==> config.mk <==
export PLATFORM = sky130hd
export DESIGN_NAME = i2c_master_register_transactions_unit_flat
export DESIGN_NICKNAME = d
export VERILOG_FILES = /design/src/i2cm_pkg.sv /design/src/i2cm_if.sv /design/src/i2c_master_register_transactions_unit.sv /design/src/i2cm_ram.sv /design/src/i2cm_ctrl.sv /design/src/flat_wrapper.sv
export SDC_FILE = /design/constraint.sdc
export NUM_CORES = 1
export LEC_CHECK = 0
export BUFFER_PORTS_ARGS = -buffer_cell sky130_fd_sc_hd__buf_2
export CAP_MARGIN = 20
export CORE_MARGIN = 2
export CORE_UTILIZATION = 45
export CTS_CLUSTER_DIAMETER = 80
export DETAILED_ROUTE_END_ITERATION = 16
export PLACE_DENSITY_LB_ADDON = 0.05
export SYNTH_ARGS = -nofsm -noshare
export SYNTH_HDL_FRONTEND = slang
export SYNTH_SLANG_ARGS = --single-unit
==> constraint.sdc <==
create_clock -name clock -period 6.8 [get_ports clock]
set_input_delay 1.02 -clock clock [delete_from_list [all_inputs] [get_ports clock]]
set_output_delay 1.02 -clock clock [all_outputs]
set_load 0.01 [all_outputs]
==> src/i2cm_pkg.sv <==
// Shared types, codes and transfer-sequencing functions for the tick-paced I2C master.
`timescale 1ns / 1ps

package i2cm_pkg;

   // Write buffer geometry
   localparam int MaxLen = 64;
   localparam int BufAw  = $clog2(MaxLen);
   localparam int LenW   = 7;

   localparam logic [7:0] TimeoutReset = 8'd100;

   // Request codes
   localparam logic [1:0] REQ_TICK  = 2'd0;
   localparam logic [1:0] REQ_BEGIN = 2'd1;
   localparam logic [1:0] REQ_PUSH  = 2'd2;

   // Transaction kinds
   localparam logic [1:0] OP_REG_WRITE  = 2'd0;
   localparam logic [1:0] OP_REG_READ   = 2'd1;
   localparam logic [1:0] OP_CMD16      = 2'd2;
   localparam logic [1:0] OP_PLAIN_READ = 2'd3;

   // Status codes
   localparam logic [1:0] ST_OK     = 2'd0;
   localparam logic [1:0] ST_NACK   = 2'd1;
   localparam logic [1:0] ST_REJECT = 2'd2;

   // Bus sequencer states
   typedef enum logic [6:0] {
      PH_IDLE  = 7'b0000001,
      PH_START = 7'b0000010,
      PH_WBIT  = 7'b0000100,
      PH_ACK   = 7'b0001000,
      PH_RBIT  = 7'b0010000,
      PH_MACK  = 7'b0100000,
      PH_STOP  = 7'b1000000
   } phase_type;

   // Segments of a transaction script
   typedef enum logic [3:0] {
      K_START = 4'd0,
      K_WADDR = 4'd1,
      K_RADDR = 4'd2,
      K_REG   = 4'd3,
      K_HI    = 4'd4,
      K_LO    = 4'd5,
      K_DATA  = 4'd6,
      K_READ  = 4'd7,
      K_STOP  = 4'd8
   } kind_type;

   typedef struct packed {
      logic [1:0]      req_type;
      logic            sda_sample;
      logic [1:0]      op_kind;
      logic [6:0]      device_addr;
      logic [15:0]     reg_or_cmd;
      logic [LenW-1:0] length;
      logic [7:0]      data_byte;
   } req_payload_type;

   typedef struct packed {
      logic       scl_level;
      logic       sda_level;
      logic       busy_res;
      logic       rd_valid;
      logic [7:0] rd_data;
      logic       rd_last;
      logic       done_res;
      logic [1:0] status;
   } rsp_payload_type;

   typedef struct packed {
      phase_type  phase;
      logic [2:0] stage;
      kind_type   kind;
      logic [7:0] shift;
   } unit_type;

   // Segment at a given stage of the script for one transaction kind
   function automatic kind_type script_kind(input logic [1:0] op, input logic [2:0] stage);
      kind_type k;
      k = K_STOP;
      unique case (op)
         OP_REG_WRITE: begin
            unique case (stage)
               3'd0:    k = K_START;
               3'd1:    k = K_WADDR;
               3'd2:    k = K_REG;
               3'd3:    k = K_DATA;
               default: k = K_STOP;
            endcase
         end
         OP_REG_READ: begin
            unique case (stage)
               3'd0:    k = K_START;
               3'd1:    k = K_WADDR;
               3'd2:    k = K_REG;
               3'd3:    k = K_START;
               3'd4:    k = K_RADDR;
               3'd5:    k = K_READ;
               default: k = K_STOP;
            endcase
         end
         OP_CMD16: begin
            unique case (stage)
               3'd0:    k = K_START;
               3'd1:    k = K_WADDR;
               3'd2:    k = K_HI;
               3'd3:    k = K_LO;
               default: k = K_STOP;
            endcase
         end
         default: begin
            unique case (stage)
               3'd0:    k = K_START;
               3'd1:    k = K_RADDR;
               3'd2:    k = K_READ;
               default: k = K_STOP;
            endcase
         end
      endcase
      return k;
   endfunction

   // Pick the next segment, skipping an exhausted data or read segment, and set up its state.
   // Every script follows a data or read segment with a stop, so one skip is enough.
   function automatic unit_type enter_unit(input logic [1:0]      op,
                                           input logic [2:0]      stage,
                                           input logic [LenW-1:0] byte_index,
                                           input logic [LenW-1:0] len,
                                           input logic [6:0]      addr,
                                           input logic [15:0]     cmd);
      unit_type u;
      kind_type k;
      logic [2:0] st;
      st = stage;
      k  = script_kind(op, st);
      if ((k == K_DATA || k == K_READ) && byte_index >= len) begin
         st = stage + 3'd1;
         k  = script_kind(op, st);
      end
      u.stage = st;
      u.kind  = k;
      u.shift = 8'd0;
      case (k)
         K_START: u.phase = PH_START;
         K_STOP:  u.phase = PH_STOP;
         K_READ:  u.phase = PH_RBIT;
         default: u.phase = PH_WBIT;
      endcase
      case (k)
         K_WADDR: u.shift = {addr, 1'b0};
         K_RADDR: u.shift = {addr, 1'b1};
         K_HI:    u.shift = cmd[15:8];
         K_REG,
         K_LO:    u.shift = cmd[7:0];
         default: u.shift = 8'd0;
      endcase
      return u;
   endfunction

endpackage

==> src/i2cm_if.sv <==
// Channel interfaces: request, response and control-register write.
`timescale 1ns / 1ps

interface i2cm_req_if;
   logic        valid;
   logic        ready;
   logic [1:0]  req_type;
   logic        sda_sample;
   logic [1:0]  op_kind;
   logic [6:0]  device_addr;
   logic [15:0] reg_or_cmd;
   logic [6:0]  length;
   logic [7:0]  data_byte;

   modport source (output valid, output req_type, output sda_sample, output op_kind,
                   output device_addr, output reg_or_cmd, output length, output data_byte,
                   input ready);
   modport sink   (input valid, input req_type, input sda_sample, input op_kind,
                   input device_addr, input reg_or_cmd, input length, input data_byte,
                   output ready);
endinterface

interface i2cm_rsp_if;
   logic       valid;
   logic       ready;
   logic       scl_level;
   logic       sda_level;
   logic       busy_res;
   logic       rd_valid;
   logic [7:0] rd_data;
   logic       rd_last;
   logic       done_res;
   logic [1:0] status;

   modport source (output valid, output scl_level, output sda_level, output busy_res,
                   output rd_valid, output rd_data, output rd_last, output done_res,
                   output status, input ready);
   modport sink   (input valid, input scl_level, input sda_level, input busy_res,
                   input rd_valid, input rd_data, input rd_last, input done_res,
                   input status, output ready);
endinterface

interface i2cm_csr_if;
   logic       valid;
   logic       ready;
   logic [7:0] data;

   modport source (output valid, output data, input ready);
   modport sink   (input valid, input data, output ready);
endinterface

==> src/i2c_master_register_transactions_unit.sv <==
// Top level of the tick-paced I2C master: control register, sequencer and result register.
//
//   channel | direction | transfer carries
//   --------+-----------+-----------------------------------------------------------
//   req_    | in        | tick with SDA sample, transaction begin, or write-buffer byte
//   rsp_    | out       | line levels, busy, received byte with last mark, done, status
//   csr_    | in        | ack timeout in SDA samples (8 bits, 0 means 256)
//
// One request is taken per cycle and its result is loaded into the result register.
// The sequencer advances one step per tick; all logic for a request sits between the
// sequencer state and the result register, with the write buffer read ahead.
// A stalled response holds the result register and stalls the request channel.
// Reset (synchronous) idles the bus with both lines released and the timeout at 100.
`timescale 1ns / 1ps

module i2c_master_register_transactions_unit (
   input logic        clock,
   input logic        reset,
   i2cm_req_if.sink   req_chan,
   i2cm_rsp_if.source rsp_chan,
   i2cm_csr_if.sink   csr_chan
);

   import i2cm_pkg::*;

   logic            csr_we;
   logic [7:0]      ack_timeout_ff;
   logic            rsp_valid_ff, rsp_valid_in;
   rsp_payload_type rsp_data_ff;
   rsp_payload_type step_rsp;
   req_payload_type step_req;
   logic            step_en;

   // Control register: always ready
   assign csr_chan.ready = 1'b1;
   assign csr_we         = csr_chan.valid && csr_chan.ready;

   always_ff @(posedge clock) begin
      if (reset) begin
         ack_timeout_ff <= TimeoutReset;
      end else if (csr_we) begin
         ack_timeout_ff <= csr_chan.data;
      end
   end

   // Take a request whenever the result register is free or being drained
   assign req_chan.ready = !rsp_valid_ff || rsp_chan.ready;
   assign step_en        = req_chan.valid && req_chan.ready;

   assign step_req.req_type    = req_chan.req_type;
   assign step_req.sda_sample  = req_chan.sda_sample;
   assign step_req.op_kind     = req_chan.op_kind;
   assign step_req.device_addr = req_chan.device_addr;
   assign step_req.reg_or_cmd  = req_chan.reg_or_cmd;
   assign step_req.length      = req_chan.length;
   assign step_req.data_byte   = req_chan.data_byte;

   i2cm_ctrl u_ctrl (
      .clock       (clock),
      .reset       (reset),
      .step_en     (step_en),
      .step_req    (step_req),
      .ack_timeout (ack_timeout_ff),
      .step_rsp    (step_rsp)
   );

   // Result register
   assign rsp_valid_in = step_en || (rsp_valid_ff && !rsp_chan.ready);

   always_ff @(posedge clock) begin
      if (reset) begin
         rsp_valid_ff <= 1'b0;
      end else begin
         rsp_valid_ff <= rsp_valid_in;
      end
   end

   always_ff @(posedge clock) begin
      if (step_en) begin
         rsp_data_ff <= step_rsp;
      end
   end

   assign rsp_chan.valid     = rsp_valid_ff;
   assign rsp_chan.scl_level = rsp_data_ff.scl_level;
   assign rsp_chan.sda_level = rsp_data_ff.sda_level;
   assign rsp_chan.busy_res  = rsp_data_ff.busy_res;
   assign rsp_chan.rd_valid  = rsp_data_ff.rd_valid;
   assign rsp_chan.rd_data   = rsp_data_ff.rd_data;
   assign rsp_chan.rd_last   = rsp_data_ff.rd_last;
   assign rsp_chan.done_res  = rsp_data_ff.done_res;
   assign rsp_chan.status    = rsp_data_ff.status;

endmodule

==> src/i2cm_ram.sv <==
// Generic single-write, single-read RAM with registered read data.
`timescale 1ns / 1ps

module i2cm_ram #(
   parameter int WIDTH = 8,
   parameter int DEPTH = 64
) (
   input  logic                     clock,
   input  logic                     wr_en,
   input  logic [$clog2(DEPTH)-1:0] wr_addr,
   input  logic [WIDTH-1:0]         wr_data,
   input  logic [$clog2(DEPTH)-1:0] rd_addr,
   output logic [WIDTH-1:0]         rd_data
);

   logic [WIDTH-1:0] mem_ff [DEPTH];
   logic [WIDTH-1:0] rd_data_ff;

   // Write port
   always_ff @(posedge clock) begin
      if (wr_en) begin
         mem_ff[wr_addr] <= wr_data;
      end
   end

   // Registered read port
   always_ff @(posedge clock) begin
      rd_data_ff <= mem_ff[rd_addr];
   end

   assign rd_data = rd_data_ff;

endmodule

==> src/i2cm_ctrl.sv <==
// Bus sequencer: one step of the I2C line state machine per accepted request.
`timescale 1ns / 1ps

module i2cm_ctrl (
   input  logic                     clock,
   input  logic                     reset,
   input  logic                     step_en,
   input  i2cm_pkg::req_payload_type step_req,
   input  logic [7:0]               ack_timeout,
   output i2cm_pkg::rsp_payload_type step_rsp
);

   import i2cm_pkg::*;

   // Sequencer state
   phase_type       phase_ff, phase_in;
   kind_type        kind_ff, kind_in;
   logic [2:0]      stage_ff, stage_in;
   logic [1:0]      substep_ff, substep_in;
   logic [3:0]      bit_count_ff, bit_count_in;
   logic [7:0]      shift_ff, shift_in;
   logic [LenW-1:0] byte_index_ff, byte_index_in;
   logic [7:0]      ack_wait_ff, ack_wait_in;
   logic [LenW-1:0] pushed_ff, pushed_in;
   logic            failed_ff, failed_in;
   logic            scl_ff, scl_in;
   logic            sda_ff, sda_in;

   // Held request
   logic [1:0]      op_ff, op_in;
   logic [6:0]      addr_ff, addr_in;
   logic [15:0]     cmd_ff, cmd_in;
   logic [LenW-1:0] len_ff, len_in;

   // Buffer access
   logic             buf_we;
   logic [7:0]       buf_q;

   // Scratch for the step
   logic             ent_fire;
   logic [2:0]       ent_stage;
   logic [LenW-1:0]  ent_index;
   unit_type         ent_unit;
   logic             begin_ok;
   logic             last_rd;
   logic [3:0]       bit_inc;
   logic [7:0]       ack_inc;
   logic [7:0]       tx_byte;
   logic [7:0]       rx_byte;
   logic [LenW:0]    index_inc;
   rsp_payload_type  rsp;

   assign bit_inc   = bit_count_ff + 4'd1;
   assign ack_inc   = ack_wait_ff + 8'd1;
   assign index_inc = {1'b0, byte_index_ff} + {{LenW{1'b0}}, 1'b1};
   assign last_rd   = index_inc >= {1'b0, len_ff};
   assign tx_byte   = (kind_ff == K_DATA && bit_count_ff == 4'd0) ? buf_q : shift_ff;
   assign rx_byte   = {shift_ff[6:0], step_req.sda_sample};

   // Next-state and result for one request
   always_comb begin
      phase_in      = phase_ff;
      kind_in       = kind_ff;
      stage_in      = stage_ff;
      substep_in    = substep_ff;
      bit_count_in  = bit_count_ff;
      shift_in      = shift_ff;
      byte_index_in = byte_index_ff;
      ack_wait_in   = ack_wait_ff;
      pushed_in     = pushed_ff;
      failed_in     = failed_ff;
      scl_in        = scl_ff;
      sda_in        = sda_ff;
      op_in         = op_ff;
      addr_in       = addr_ff;
      cmd_in        = cmd_ff;
      len_in        = len_ff;
      buf_we        = 1'b0;
      ent_fire      = 1'b0;
      ent_stage     = stage_ff;
      ent_index     = byte_index_ff;
      rsp           = '0;

      case (step_req.op_kind)
         OP_REG_WRITE: begin_ok = step_req.length <= pushed_ff;
         OP_CMD16:     begin_ok = 1'b1;
         default:      begin_ok = step_req.length <= LenW'(MaxLen);
      endcase

      if (step_en) begin
         unique case (step_req.req_type)
            REQ_BEGIN: begin
               if (phase_ff != PH_IDLE || !begin_ok) begin
                  rsp.status = ST_REJECT;
               end else begin
                  op_in     = step_req.op_kind;
                  addr_in   = step_req.device_addr;
                  cmd_in    = step_req.reg_or_cmd;
                  len_in    = step_req.length;
                  pushed_in = '0;
                  failed_in = 1'b0;
                  ent_fire  = 1'b1;
                  ent_stage = 3'd0;
                  ent_index = '0;
               end
            end
            REQ_PUSH: begin
               if (phase_ff != PH_IDLE || pushed_ff >= LenW'(MaxLen)) begin
                  rsp.status = ST_REJECT;
               end else begin
                  buf_we    = 1'b1;
                  pushed_in = pushed_ff + {{(LenW-1){1'b0}}, 1'b1};
               end
            end
            REQ_TICK: begin
               unique case (phase_ff)
                  PH_START: begin
                     substep_in = substep_ff + 2'd1;
                     case (substep_ff)
                        2'd0: sda_in = 1'b1;
                        2'd1: scl_in = 1'b1;
                        2'd2: sda_in = 1'b0;
                        default: begin
                           scl_in    = 1'b0;
                           ent_fire  = 1'b1;
                           ent_stage = stage_ff + 3'd1;
                        end
                     endcase
                  end
                  PH_WBIT: begin
                     case (substep_ff)
                        2'd0: begin
                           sda_in     = tx_byte[7];
                           shift_in   = {tx_byte[6:0], 1'b0};
                           substep_in = 2'd1;
                        end
                        2'd1: begin
                           scl_in     = 1'b1;
                           substep_in = 2'd2;
                        end
                        default: begin
                           scl_in       = 1'b0;
                           bit_count_in = bit_inc;
                           substep_in   = 2'd0;
                           if (bit_inc[3]) begin
                              phase_in    = PH_ACK;
                              ack_wait_in = 8'd0;
                           end
                        end
                     endcase
                  end
                  PH_ACK: begin
                     if (substep_ff == 2'd0) begin
                        sda_in      = 1'b1;
                        scl_in      = 1'b1;
                        ack_wait_in = 8'd0;
                        substep_in  = 2'd1;
                     end else if (!step_req.sda_sample) begin
                        // slave acked: move to the next byte or segment
                        scl_in   = 1'b0;
                        ent_fire = 1'b1;
                        if (kind_ff == K_DATA) begin
                           ent_index = index_inc[LenW-1:0];
                        end else begin
                           ent_stage = stage_ff + 3'd1;
                        end
                     end else if (ack_inc == ack_timeout) begin
                        // give up and go straight to a single stop
                        scl_in     = 1'b0;
                        failed_in  = 1'b1;
                        phase_in   = PH_STOP;
                        substep_in = 2'd0;
                     end else begin
                        ack_wait_in = ack_inc;
                     end
                  end
                  PH_RBIT: begin
                     if (substep_ff == 2'd0) begin
                        sda_in     = 1'b1;
                        scl_in     = 1'b1;
                        substep_in = 2'd1;
                     end else begin
                        shift_in     = rx_byte;
                        scl_in       = 1'b0;
                        bit_count_in = bit_inc;
                        substep_in   = 2'd0;
                        if (bit_inc[3]) begin
                           rsp.rd_valid = 1'b1;
                           rsp.rd_data  = rx_byte;
                           rsp.rd_last  = last_rd;
                           phase_in     = PH_MACK;
                        end
                     end
                  end
                  PH_MACK: begin
                     case (substep_ff)
                        2'd0: begin
                           sda_in     = last_rd;
                           substep_in = 2'd1;
                        end
                        2'd1: begin
                           scl_in     = 1'b1;
                           substep_in = 2'd2;
                        end
                        2'd2: begin
                           scl_in = 1'b0;
                           if (last_rd) begin
                              ent_fire  = 1'b1;
                              ent_index = index_inc[LenW-1:0];
                           end else begin
                              substep_in = 2'd3;
                           end
                        end
                        default: begin
                           sda_in    = 1'b1;
                           ent_fire  = 1'b1;
                           ent_index = index_inc[LenW-1:0];
                        end
                     endcase
                  end
                  PH_STOP: begin
                     case (substep_ff)
                        2'd0: begin
                           sda_in     = 1'b0;
                           substep_in = 2'd1;
                        end
                        2'd1: begin
                           scl_in     = 1'b1;
                           substep_in = 2'd2;
                        end
                        default: begin
                           sda_in       = 1'b1;
                           rsp.done_res = 1'b1;
                           rsp.status   = failed_ff ? ST_NACK : ST_OK;
                           phase_in     = PH_IDLE;
                           substep_in   = 2'd0;
                        end
                     endcase
                  end
                  default: begin
                     // idle: lines hold
                  end
               endcase
            end
            default: begin
               // unused request code: nothing moves
            end
         endcase
      end

      // Enter the next segment of the script
      ent_unit = enter_unit(op_in, ent_stage, ent_index, len_in, addr_in, cmd_in);
      if (ent_fire) begin
         phase_in      = ent_unit.phase;
         stage_in      = ent_unit.stage;
         kind_in       = ent_unit.kind;
         shift_in      = ent_unit.shift;
         byte_index_in = ent_index;
         substep_in    = 2'd0;
         bit_count_in  = 4'd0;
         ack_wait_in   = 8'd0;
      end

      rsp.scl_level = scl_in;
      rsp.sda_level = sda_in;
      rsp.busy_res  = phase_in != PH_IDLE;
   end

   // Control state
   always_ff @(posedge clock) begin
      if (reset) begin
         phase_ff      <= PH_IDLE;
         kind_ff       <= K_START;
         stage_ff      <= '0;
         substep_ff    <= '0;
         bit_count_ff  <= '0;
         byte_index_ff <= '0;
         ack_wait_ff   <= '0;
         pushed_ff     <= '0;
         failed_ff     <= 1'b0;
         scl_ff        <= 1'b1;
         sda_ff        <= 1'b1;
      end else begin
         phase_ff      <= phase_in;
         kind_ff       <= kind_in;
         stage_ff      <= stage_in;
         substep_ff    <= substep_in;
         bit_count_ff  <= bit_count_in;
         byte_index_ff <= byte_index_in;
         ack_wait_ff   <= ack_wait_in;
         pushed_ff     <= pushed_in;
         failed_ff     <= failed_in;
         scl_ff        <= scl_in;
         sda_ff        <= sda_in;
      end
   end

   // Shift register and held request
   always_ff @(posedge clock) begin
      shift_ff <= shift_in;
      op_ff    <= op_in;
      addr_ff  <= addr_in;
      cmd_ff   <= cmd_in;
      len_ff   <= len_in;
   end

   // Write buffer; the read side follows the next byte index so its byte is ready next step
   i2cm_ram #(
      .WIDTH (8),
      .DEPTH (MaxLen)
   ) u_buf (
      .clock   (clock),
      .wr_en   (buf_we),
      .wr_addr (pushed_ff[BufAw-1:0]),
      .wr_data (step_req.data_byte),
      .rd_addr (byte_index_in[BufAw-1:0]),
      .rd_data (buf_q)
   );

   assign step_rsp = rsp;

endmodule

==> src/flat_wrapper.sv <==
// flat-port wrapper written by rule: the top's interface ports become plain ports
module i2c_master_register_transactions_unit_flat import i2cm_pkg::*;
  (clock, reset, req_chan_valid, req_chan_req_type, req_chan_sda_sample, req_chan_op_kind, req_chan_device_addr, req_chan_reg_or_cmd, req_chan_length, req_chan_data_byte, req_chan_ready, rsp_chan_valid, rsp_chan_scl_level, rsp_chan_sda_level, rsp_chan_busy_res, rsp_chan_rd_valid, rsp_chan_rd_data, rsp_chan_rd_last, rsp_chan_done_res, rsp_chan_status, rsp_chan_ready, csr_chan_valid, csr_chan_data, csr_chan_ready);
  i2cm_req_if req_chan_i ();
  i2cm_rsp_if rsp_chan_i ();
  i2cm_csr_if csr_chan_i ();
  input logic clock;
  input logic reset;
  input wire logic [$bits(req_chan_i.valid)-1:0] req_chan_valid;
  input wire logic [$bits(req_chan_i.req_type)-1:0] req_chan_req_type;
  input wire logic [$bits(req_chan_i.sda_sample)-1:0] req_chan_sda_sample;
  input wire logic [$bits(req_chan_i.op_kind)-1:0] req_chan_op_kind;
  input wire logic [$bits(req_chan_i.device_addr)-1:0] req_chan_device_addr;
  input wire logic [$bits(req_chan_i.reg_or_cmd)-1:0] req_chan_reg_or_cmd;
  input wire logic [$bits(req_chan_i.length)-1:0] req_chan_length;
  input wire logic [$bits(req_chan_i.data_byte)-1:0] req_chan_data_byte;
  output wire logic [$bits(req_chan_i.ready)-1:0] req_chan_ready;
  output wire logic [$bits(rsp_chan_i.valid)-1:0] rsp_chan_valid;
  output wire logic [$bits(rsp_chan_i.scl_level)-1:0] rsp_chan_scl_level;
  output wire logic [$bits(rsp_chan_i.sda_level)-1:0] rsp_chan_sda_level;
  output wire logic [$bits(rsp_chan_i.busy_res)-1:0] rsp_chan_busy_res;
  output wire logic [$bits(rsp_chan_i.rd_valid)-1:0] rsp_chan_rd_valid;
  output wire logic [$bits(rsp_chan_i.rd_data)-1:0] rsp_chan_rd_data;
  output wire logic [$bits(rsp_chan_i.rd_last)-1:0] rsp_chan_rd_last;
  output wire logic [$bits(rsp_chan_i.done_res)-1:0] rsp_chan_done_res;
  output wire logic [$bits(rsp_chan_i.status)-1:0] rsp_chan_status;
  input wire logic [$bits(rsp_chan_i.ready)-1:0] rsp_chan_ready;
  input wire logic [$bits(csr_chan_i.valid)-1:0] csr_chan_valid;
  input wire logic [$bits(csr_chan_i.data)-1:0] csr_chan_data;
  output wire logic [$bits(csr_chan_i.ready)-1:0] csr_chan_ready;
  assign req_chan_i.valid = req_chan_valid;
  assign req_chan_i.req_type = req_chan_req_type;
  assign req_chan_i.sda_sample = req_chan_sda_sample;
  assign req_chan_i.op_kind = req_chan_op_kind;
  assign req_chan_i.device_addr = req_chan_device_addr;
  assign req_chan_i.reg_or_cmd = req_chan_reg_or_cmd;
  assign req_chan_i.length = req_chan_length;
  assign req_chan_i.data_byte = req_chan_data_byte;
  assign req_chan_ready = req_chan_i.ready;
  assign rsp_chan_valid = rsp_chan_i.valid;
  assign rsp_chan_scl_level = rsp_chan_i.scl_level;
  assign rsp_chan_sda_level = rsp_chan_i.sda_level;
  assign rsp_chan_busy_res = rsp_chan_i.busy_res;
  assign rsp_chan_rd_valid = rsp_chan_i.rd_valid;
  assign rsp_chan_rd_data = rsp_chan_i.rd_data;
  assign rsp_chan_rd_last = rsp_chan_i.rd_last;
  assign rsp_chan_done_res = rsp_chan_i.done_res;
  assign rsp_chan_status = rsp_chan_i.status;
  assign rsp_chan_i.ready = rsp_chan_ready;
  assign csr_chan_i.valid = csr_chan_valid;
  assign csr_chan_i.data = csr_chan_data;
  assign csr_chan_ready = csr_chan_i.ready;
  i2c_master_register_transactions_unit u_core (.clock(clock), .reset(reset), .req_chan(req_chan_i), .rsp_chan(rsp_chan_i), .csr_chan(csr_chan_i));
endmodule
==> flow_summary.ini <==
[sta]
timing.fmax_ghz = 0.158
fin_tns_setup_ps = 0
finalCritPeriodShare_pct = 93.3
hold_viol_final = 0
setup_slack_ps = 454
worst_pin_slew_ps = 1060
fin_crit_ps = 6350
clock_skew_ps = 22.4
setup_viol = 0
grt_setup_unrepaired = no
drv_slew = 0
slew_headroom_pct = 28.6

[worst_setup_path]
crit_fanout = 9
path_class = reg2reg
worst-path-buf-inv = 2
cp_slowest_cell = a311oi_1
crit_top_cell = o21ai_0
worstPathRequired_ps = 7150
start_kind = flop
cp-end-kind = flop
critPathTopFamily = compound AO/OA/AOI/OAI gates
max_stage_delay_ps = 670
cp.arrival_ps = 6700
cp_cell_sequence = clkinv_1 -> ha_1 -> a211oi_1 -> o21bai_1 -> o21ai_0 -> a31oi_1 -> buf_4 -> a21o_1 -> nand2_1 -> o21ai_0 -> ha_1 -> o311a_1 -> a311oi_1 -> o21ai_0 -> a211oi_2 -> nor3b_4 -> mux2_2 -> o211ai_1 -> a221oi_1 -> nand4_1

[power_and_ir_drop]
power_switching_w = 0.00200
clockPowerShare_pct = 43.5
vdd_drop_max_mv = 0.207
p_per_area_mw_per_mm2 = 277
power.leakage_nw = 11.1
netSwitchingFraction_pct = 23.2
combPwrFrac_pct = 6.8
power_frac_seq_pct = 49.7
p_int_w = 0.00664

[floorplan]
die_w_um = 252
core-area_mm2 = 0.0614
ioPinCount = 75
die-area_mm2 = 0.0637
die_y_um = 252
rows = 91
initial_core_util_pct = 45.2

[final_layout]
area_growth_syn_to_layout_pct = 12.6
layout.nets = 2597
fillers = 5426
n_antenna_cell = 0
multi_input_area_mm2 = 0.00905
layoutNonFillerInstCount = 3341
regArea_mm2 = 0.0180
layout-drive-gt1-share_pct = 10.1
finalInstanceArea_mm2 = 0.0313

[logic_synthesis]
synth_edf_count = 536
syn_area_per_cell_um2 = 11.4
synth.distinct_cells = 86
synth-seq-cells = 630
netlist_area_mm2 = 0.0278
ys_seq_area_share_pct = 64.8
synthCells = 2435
ys_async_sr_fraction_pct = 0
ys.flop_type = edfxtp_1
yosysWarnings = 0
synth_fp_nets = 2533

[placement]
gp_congestion = 0.904
port_buffers = 73
dp_cells = 3218
pre_cts_slack_ps = 341
detailed_place_hpwl_mm = 50.8
place_area_mm2 = 0.0290

[clock_tree]
path_clk_slew_ps = 60
clk_path_buf_depth = 3
cts_setup_buffers = 0
hold_buffers = 0
cts_root_buf = clkbuf_16
postCtsResizedCells = 0
clock_latency_ps = 620
cts_tree = done
h-tree-depth = 3
clock-sinks = 630
numCtsBuffers = 69

[route]
drcViolationCount = 0
wl_mm = 79.2
dr.pass1.iters = 7
via_per_inst = 5.84
drtAntennaViolNets = 0
avgRoutedWirePerCell_um = 23.7
drt_iter0_drc = 1723
vias = 19500

[grt]
grt_pass1_vias = 18500
grt_max_degree = 91
antenna_found_initial = 2
grt_pass1_wl_mm = 118
grt_usage_pct = 24.9
overflow = 0

[job]
cap_violations = 0

[hold_path]
hold_class = reg2reg

[outcome]
status = completed
-- worst reg2reg max path: stages (launching register included) --
cell and delay (ps):
dfxtp_1 400, clkinv_1 340, ha_1 420, a211oi_1 260
o21bai_1 170, o21ai_0 610, a31oi_1 180, buf_4 210
a21o_1 170, nand2_1 60, o21ai_0 230, ha_1 330
o311a_1 140, a311oi_1 670, o21ai_0 240, a211oi_2 450
nor3b_4 140, mux2_2 330, o211ai_1 220, a221oi_1 390
nand4_1 120
-- worst paths after layout --
kind | startpoint | to | slack [ps] | cells past startpoint
worst max-delay path | u_core.u_ctrl.pushed_ff[4] | u_core.rsp_chan.busy_res | 450 | 20
worst min-delay path | u_core.u_ctrl.cmd_ff[2] | u_core.u_ctrl.cmd_ff[2] | 450 | 2
worst max register to register | u_core.u_ctrl.pushed_ff[4] | u_core.rsp_chan.busy_res | 450 | 20
worst min register to register | u_core.u_ctrl.cmd_ff[2] | u_core.u_ctrl.cmd_ff[2] | 450 | 2
-- final cells by class --
cell class | instances | area share (%)
inverter | 57 | 0.684
tap | 790 | 3.16
multi-input combinational | 1619 | 28.9
clock inverter | 31 | 1.05
timing repair buffer | 122 | 2.55
sequential | 630 | 57.5
clock buffer | 92 | 6.10
-- registers in the layout, indices dropped and copies added, names as in the netlist, 3 cells and up --
| register | count |
|---|---|
| u_core.ack_timeout_ff | 8 |
| u_core.rsp_chan.rd_data | 8 |
| u_core.u_ctrl.ack_wait_ff | 8 |
| u_core.u_ctrl.addr_ff | 7 |
| u_core.u_ctrl.bit_count_ff | 4 |
| u_core.u_ctrl.byte_index_ff | 7 |
| u_core.u_ctrl.cmd_ff | 16 |
| u_core.u_ctrl.kind_ff | 4 |
| u_core.u_ctrl.len_ff | 7 |
| u_core.u_ctrl.phase_ff | 7 |
| u_core.u_ctrl.pushed_ff | 7 |
| u_core.u_ctrl.shift_ff | 8 |
| u_core.u_ctrl.stage_ff | 3 |
| u_core.u_ctrl.u_buf.mem_ff | 512 |
| u_core.u_ctrl.u_buf.rd_data | 8 |
-- power groups by stage --
stage | sequential [W] | clock, W | combinational (W)
global route | 0.00430 | 0.00396 | 0.000642
CTS | 0.00430 | 0.00382 | 0.000585
global placement | 0.00438 | 0 | 0.000580
detailed placement | 0.00438 | 0 | 0.000583
finish | 0.00430 | 0.00376 | 0.000586
floorplan | 0.00437 | 0 | 0.000336
-- cells by family (layout without fill, tap and decap cells) --
family                     after synthesis  in the layout  share of synthesized area [%]
buffers and inverters                  186            302                           2.81
DFF                                    630            630                           64.8
muxes                                   71             71                           2.65
other                                    1              1                         0.0135
adders and majority gates               42             42                           1.89
xor gates and xnor gates                29             29                          0.915
and+or+nand+nor                       1187           1187                           19.6
AOI/OAI and AO/OA                      289            289                           7.40
-- routing by layer --
metal | global-route usage, % | share of wire, % | wire length (um)
met3 | 3.71 | 6.1 | 4870
met2 | 39.5 | 46 | 36700
met5 | 0 | 0.016 | 13
met1 | 34.4 | 43 | 34400
met4 | 10.2 | 4.1 | 3250
-- layout by cell type (no fill, tap or decap), types with 7 or more instances in the layout --
cell,count
a211oi_1,39
a21boi_0,11
a21o_1,11
a21oi_1,49
a22oi_1,7
a311oi_1,18
a31oi_1,15
and2_1,15
and3_1,28
buf_2,73
buf_4,44
clkbuf_1,17
clkbuf_16,72
clkinv_1,12
clkinv_2,9
dfxtp_1,94
edfxtp_1,536
ha_1,42
inv_1,55
mux2_2,9
mux2i_1,61
nand2_1,502
nand2b_1,14
nand3_1,292
nand3b_1,9
nand4_1,36
nor2_1,178
nor2b_1,15
nor3_1,23
nor4_1,14
o211ai_1,11
o21ai_0,40
o221ai_1,11
o22ai_1,8
or3_1,9
or4_1,18
xnor2_1,19
xor2_1,10
-- cells in the mapped netlist (all sizes together), types with 10 or more instances --
library cell	instances	area share, %
a211oi	41	1.1
xnor2	19	0.60
mux2i	61	2.2
a21oi	49	0.88
nor4	17	0.41
a311oi	18	0.57
clkbuf	83	1.1
nand2	504	6.8
nor3	25	0.47
xor2	10	0.32
nand3	292	5.3
ha	42	1.9
a21o	11	0.30
a31oi	15	0.34
nand4	36	0.81
a21boi	17	0.46
dfxtp	94	6.8
o21ai	41	0.74
nand2b	14	0.32
nor2	183	2.5
o211ai	12	0.34
and3	28	0.63
o221ai	11	0.35
inv	56	0.76
nor2b	15	0.34
buf	46	0.92
or4	18	0.49
and2	16	0.36
edfxtp	536	58
-- stage by stage --
stage / hold slack [ps] / util [%] / total power [W]
final: 449 / 50.9 / 0.00865
after global routing: 470 / 50.9 / 0.00891
after CTS: 447 / 50.9 / 0.00871
after detailed placement: 431 / 47.3 / 0.00496
after global placement: 432 / 47.3 / 0.00496
after floorplan: 407 / - / 0.00470
No activity file was read; power rests on OpenSTA's default activity.
